**src/design/nearest_day_key_lookup_defines.svh**
```systemverilog
// assertion macros shared by the nearest day key lookup rtl
`ifndef NEAREST_DAY_KEY_LOOKUP_DEFINES_SVH
`define NEAREST_DAY_KEY_LOOKUP_DEFINES_SVH

`ifndef SYNTHESIS
// property that must hold at every clock edge outside reset
`define NDKL_ASSERT(name, prop) \
    name: assert property (@(posedge clk) disable iff (!rst_n) prop) \
        else $error("ndkl assertion failed");
// condition that must hold in the cycle after a trigger
`define NDKL_ASSERT_NEXT(name, trig, cond) \
    name: assert property (@(posedge clk) disable iff (!rst_n) (trig) |=> (cond)) \
        else $error("ndkl assertion failed");
`else
`define NDKL_ASSERT(name, prop)
`define NDKL_ASSERT_NEXT(name, trig, cond)
`endif

`endif

```
**src/design/ndkl_pkg.sv**
```systemverilog
// shared constants and types of the nearest day key lookup
`default_nettype none

package ndkl_pkg;

    // table geometry
    localparam int TABLE_DEPTH = 4096;
    localparam int IDX_W       = (TABLE_DEPTH > 1) ? $clog2(TABLE_DEPTH) : 1;
    localparam int CNT_W       = $clog2(TABLE_DEPTH + 1);

    // field widths
    localparam int TS_W    = 40;
    localparam int DAY_W   = 24;
    localparam int VAL_W   = 8;
    localparam int ENTRY_W = DAY_W + VAL_W;

    // day divider: 86400 = 128 * 675, the odd part by reciprocal multiply
    localparam int SECONDS_PER_DAY = 86400;
    localparam int DAY_SHIFT       = 7;
    localparam int DIV_ODD         = SECONDS_PER_DAY >> DAY_SHIFT;
    localparam int DIV_X_W         = TS_W - DAY_SHIFT;
    localparam int DIV_K           = 43;
    localparam int DIV_MAGIC_W     = 34;
    localparam int DIV_HALF_W      = DIV_MAGIC_W / 2;
    localparam int DIV_PROD_W      = DIV_X_W + DIV_HALF_W;
    localparam int DIV_SUM_W       = DIV_X_W + DIV_MAGIC_W;
    // ceil(2^43 / 675), exact floor for every 33 bit dividend
    localparam logic [DIV_MAGIC_W-1:0] DIV_MAGIC =
        DIV_MAGIC_W'(((64'd1 << DIV_K) + 64'(DIV_ODD) - 64'd1) / 64'(DIV_ODD));
    localparam logic [DIV_HALF_W-1:0]  DIV_MAGIC_LO = DIV_MAGIC[DIV_HALF_W-1:0];
    localparam logic [DIV_HALF_W-1:0]  DIV_MAGIC_HI = DIV_MAGIC[DIV_MAGIC_W-1:DIV_HALF_W];

    // answer for an empty table and reset value of the cache
    localparam logic [VAL_W-1:0] DEFAULT_VALUE = VAL_W'(50);

    // operation codes
    localparam logic OP_LOAD   = 1'b0;
    localparam logic OP_LOOKUP = 1'b1;

    // control states
    typedef enum logic [2:0] {
        ST_IDLE,
        ST_DIV,
        ST_SEARCH,
        ST_NEAR_HI,
        ST_NEAR_LO,
        ST_EMIT
    } ndkl_state_t;

    // divider status toward the controller
    typedef struct packed {
        logic             done;
        logic [DAY_W-1:0] day;
    } ndkl_div_res_t;

endpackage

`default_nettype wire

```
**src/design/ndkl_day_div.sv**
```systemverilog
// timestamp to day number divider by reciprocal multiplication, low and high product halves registered in turn
`default_nettype none

module ndkl_day_div (
    input  wire logic                          clk,
    input  wire logic                          rst_n,
    input  wire logic                          start,
    input  wire logic [ndkl_pkg::TS_W-1:0]     timestamp,
    output ndkl_pkg::ndkl_div_res_t            res
);

    logic                              s1_reg, s1_next;
    logic                              s2_reg, s2_next;
    logic                              s3_reg, s3_next;
    logic                              done_reg, done_next;
    logic [ndkl_pkg::DIV_X_W-1:0]      x_reg, x_next;
    logic [ndkl_pkg::DIV_PROD_W-1:0]   plo_reg, plo_next;
    logic [ndkl_pkg::DIV_PROD_W-1:0]   phi_reg, phi_next;
    logic [ndkl_pkg::DAY_W-1:0]        quo_reg, quo_next;
    logic [ndkl_pkg::DIV_SUM_W-1:0]    sum;

    // x = timestamp / 128; day = (x * magic) >> 43, magic split in two halves
    always_comb
    begin
        s1_next   = start;
        s2_next   = s1_reg;
        s3_next   = s2_reg;
        done_next = s3_reg;
        x_next    = x_reg;
        plo_next  = plo_reg;
        phi_next  = phi_reg;
        quo_next  = quo_reg;
        sum       = {phi_reg, {ndkl_pkg::DIV_HALF_W{1'b0}}}
                    + ndkl_pkg::DIV_SUM_W'(plo_reg);
        if (start)
        begin
            x_next = timestamp[ndkl_pkg::TS_W-1:ndkl_pkg::DAY_SHIFT];
        end
        if (s1_reg)
        begin
            plo_next = ndkl_pkg::DIV_PROD_W'(x_reg)
                       * ndkl_pkg::DIV_PROD_W'(ndkl_pkg::DIV_MAGIC_LO);
        end
        if (s2_reg)
        begin
            phi_next = ndkl_pkg::DIV_PROD_W'(x_reg)
                       * ndkl_pkg::DIV_PROD_W'(ndkl_pkg::DIV_MAGIC_HI);
        end
        if (s3_reg)
        begin
            quo_next = sum[ndkl_pkg::DIV_SUM_W-1:ndkl_pkg::DIV_K];
        end
    end

    // control registers
    always_ff @(posedge clk or negedge rst_n)
    begin
        if (!rst_n)
        begin
            s1_reg   <= 1'b0;
            s2_reg   <= 1'b0;
            s3_reg   <= 1'b0;
            done_reg <= 1'b0;
        end
        else
        begin
            s1_reg   <= s1_next;
            s2_reg   <= s2_next;
            s3_reg   <= s3_next;
            done_reg <= done_next;
        end
    end

    // datapath registers
    always_ff @(posedge clk)
    begin
        x_reg   <= x_next;
        plo_reg <= plo_next;
        phi_reg <= phi_next;
        quo_reg <= quo_next;
    end

    assign res.done = done_reg;
    assign res.day  = quo_reg;

endmodule

`default_nettype wire

```
**config.mk**
```make
export PLATFORM = sky130hd
export DESIGN_NAME = ndkl_day_div
export DESIGN_NICKNAME = d
export VERILOG_FILES = /design/src/design/nearest_day_key_lookup_defines.svh /design/src/design/ndkl_pkg.sv /design/src/design/ndkl_day_div.sv
export SDC_FILE = /design/constraint.sdc
export NUM_CORES = 1
export LEC_CHECK = 0
export BUFFER_PORTS_ARGS = -buffer_cell sky130_fd_sc_hd__buf_2
export CORE_UTILIZATION = 30
export DETAILED_ROUTE_END_ITERATION = 8
export PLACE_DENSITY = 0.46
export SLEW_MARGIN = 15
export SYNTH_ARGS = -nofsm -noshare
export SYNTH_HDL_FRONTEND = slang
export SYNTH_SLANG_ARGS = --single-unit
```
**constraint.sdc**
```tcl
create_clock -name clk -period 6.2 [get_ports clk]
set_clock_uncertainty 0.15 [all_clocks]
set_input_delay 1.24 -clock clk [delete_from_list [all_inputs] [get_ports clk]]
set_output_delay 1.24 -clock clk [all_outputs]
set_load 0.005 [all_outputs]
```
==> impl_metrics.csv <==
group,metric,value,unit
timing,max_slew_margin,30.2,%
logic_synthesis,yosys.area.top_type_share,26.1,%
clocking,cts_num_sinks,140,
drt,drtIter0Drc,470,
cells_and_area,drive_gt1_share,16.8,%
timing,finalCriticalPeriod,6.02,ns
die,start_util,30.5,%
logic_synthesis,ys_seq_area_share,21.6,%
timing,fmaxAchievable,166,MHz
critical_path,cpMostUsedCell,"fa_1",
cells_and_area,layout_commonest_cell,"inv_1",
drt,wl_met2,22800,um
drt,drc_errors,0,
clocking,postCtsHoldBufs,0,
critical_path,cp.arrival,6.11,ns
die,dieArea,0.0655,mm2
logic_synthesis,synth_edf_count,136,
die,num_io_pins,68,
drt,drt-total-wl,46800,um
die,die_w,256,um
drt,avgViaCountPerCell,4.49,
clocking,clockRootBuffer,"clkbuf_16",
logic_synthesis,yosys.cell_types.count,59,
critical_path,critical_path_class,"flop to flop",
critical_path,end_kind,"flop",
drt,wl_per_cell,16.3,um
cells_and_area,regArea,0.00419,mm2
placed_design,io_buffers,60,
timing,layout_setup_ws,0.184,ns
placed_design,place.gp.congestion,0.854,
clocking,clk_path_buf_depth,2,
logic_synthesis,synthTopCellsByArea,"ha_1, fa_1, edfxtp_1, inv_1, xnor2_1",
drt,vias,12900,
clocking,cts_inserted_buffers,17,
cells_and_area,fin_cells,2878,
placed_design,dp_slack,-0.160,ns
timing,tightest_slew,1.05,ns
logic_synthesis,synth_fp_nets,2467,
drt,dr.pass1.iters,4,
die,fp-row-count,92,
clocking,cts_htree_levels,4,
clocking,cts_tree,"done",
global_route,grt.overflow.total,0,
drt,met1_length,22100,um
drt,wl_met3,1130,um
global_route,grt_antenna_before_repair,1,
clocking,clkSlewWorstSetupHoldPaths,0.07,ns
logic_synthesis,ys_async_sr_fraction,2.86,%
die,core_area,0.0634,mm2
cells_and_area,nFillCells,6330,
global_route,grt_pass1_vias,14000,
logic_synthesis,synth-seq-cells,140,
timing,fin_crit_sh,97.0,%
flow_run,cap_viol_max_count,0,
run_status,status,"finished, final reports clean",
drt,ant_nets,0,
critical_path,worstPathCellList,"buf_12 > buf_4 > ha_4 > ha_4 > fa_1 > fa_1 > fa_1 > inv_1 > fa_1 > inv_1 > ha_1 > buf_4 > nand2_1 > nor3_1 > o21ai_1 > o21ai_4 > a221oi_4 > o211ai_2 > a311oi_2 > buf_4 > o211ai_4 > a221oi_2 > xnor2_1",
placed_design,hpwl,40500,um
die,die_h,256,um
cells_and_area,multiInputGateArea,0.0141,mm2
timing,rsz0062_at_grt,"yes",
critical_path,start_kind,"flop",
cells_and_area,area_delta_synth_final,18.8,%
timing,tns,0,ns
logic_synthesis,mappedNetlistArea,0.0193,mm2
placed_design,dp.cells,2824,
cells_and_area,mostFrequentLayoutCells,"inv_1, ha_1, fa_1",
logic_synthesis,ys.flop_type,"edfxtp_1",
cells_and_area,largest_register_ffs,48,
logic_synthesis,yosysTopAreaCell,"ha_1",
logic_synthesis,syn_area_per_cell,10.8,um2
critical_path,cp.required,6.29,ns
cells_and_area,nets,2701,
global_route,grt_max_degree,49,
timing,maxSlewViolCount,0,
hold_path,min_path_type,"flop to flop",
global_route,track_usage,14.9,%
drt,dr.max_layer_used,"met4",
timing,final_hold_viol_count,0,
logic_synthesis,yosys_warnings,0,
logic_synthesis,synthCells,1785,
clocking,worstSkewPairLatency,0.49,ns
critical_path,slowest_delay,0.52,ns
critical_path,slowest_stage,"fa_1",
critical_path,worstPathMaxFanout,5,
global_route,grt_pass1_wl,74900,um
timing,setup_viol,0,
[through the flow]
stage | utilization [%] | instance area [um2] | hold slack, ns
6_report | 36.2 | 23000 | 0.236
5_1_grt | 36.2 | 23000 | 0.241
3_5_place_dp | 34.3 | 21700 | 0.225
2_1_floorplan | - | 19300 | 0.377
3_3_place_gp | 34.3 | 21700 | 0.218
4_1_cts | 35.2 | 22400 | 0.239
[cell families after synthesis]
kind of cell	after synthesis	synth area share [%]
XOR/XNOR	127	5.75
flip-flops	140	21.6
AND/OR/NAND/NOR	228	5.77
AO/OA/AOI/OAI	247	8.48
buffers and inverters	404	7.88
adder cells (fa/ha/maj)	639	50.5
[cell usage after synthesis (all sizes together) (2+ instances only)]
cell type and n:
xnor2 81, o21ai 44, o31ai 4, a41oi 2, a21o 45, a211oi 10
nor2 52, nand2b 5, nor3b 2, a2111oi 2, and3 12, nand4 12
a221oi 3, xor2 46, and4 3, a311oi 4, nand2 58, a21oi 88
ha 404, and2 24, or2 2, a31oi 10, o211ai 8, o21bai 7
nor2b 15, nor3 11, nand3 30, fa 235, clkbuf 5, o2111ai 3
inv 397, dfrtp 4, o211a 2, edfxtp 136, buf 2, o31a 2
o21a 6
[layer usage]
layer	up-vias	global-route usage (%)
met5	-	0
met4	0	4.79
met3	40	2.00
met2	98	25.1
met1	6388	19.7
li1	6409	-
[timing repair]
item,4_1_cts,5_1_grt
gates resized for setup,11,82
setup endpoints to repair,20,23
buffers inserted,2,20
pin swaps,4,40
[final timing paths]
path                                     from               endpoint  slack, ns  cells past startpoint
max                        x_reg[6]$_DFFE_PP_  phi_reg[48]$_DFFE_PP_       0.18                     23
max reg2reg                x_reg[6]$_DFFE_PP_  phi_reg[48]$_DFFE_PP_       0.18                     23
min in group asynchronous               rst_n       s1_reg$_DFF_PN0_       0.40                      1
max in group asynchronous               rst_n       s2_reg$_DFF_PN0_       5.37                      1
min reg2reg                  s2_reg$_DFF_PN0_    done_next$_DFF_PN0_       0.24                      0
min                          s2_reg$_DFF_PN0_    done_next$_DFF_PN0_       0.24                      0
[final cells by class]
type	instances	share of cell area [%]
multi-input cells	1241	61.3
flip-flops and latches	140	18.2
repair buffers	222	6.86
inverters	397	6.50
well taps	846	4.61
clock buffers	18	1.87
clock inverters	13	0.616
diodes	1	0.0109
[critical path: cells and delay by family (launching register included)]
kind	cells	cell delay (ns)
AO/OA/AOI/OAI	7	1.48
adder cells (fa/ha/maj)	7	2.72
buffers and inverters	6	0.75
AND/OR/NAND/NOR	2	0.15
flip-flops	1	0.41
XOR/XNOR	1	0.10
Power is left out: the tool's default activity adds up to more than one toggle a clock period on the data nets, which glitch-free logic cannot reach.
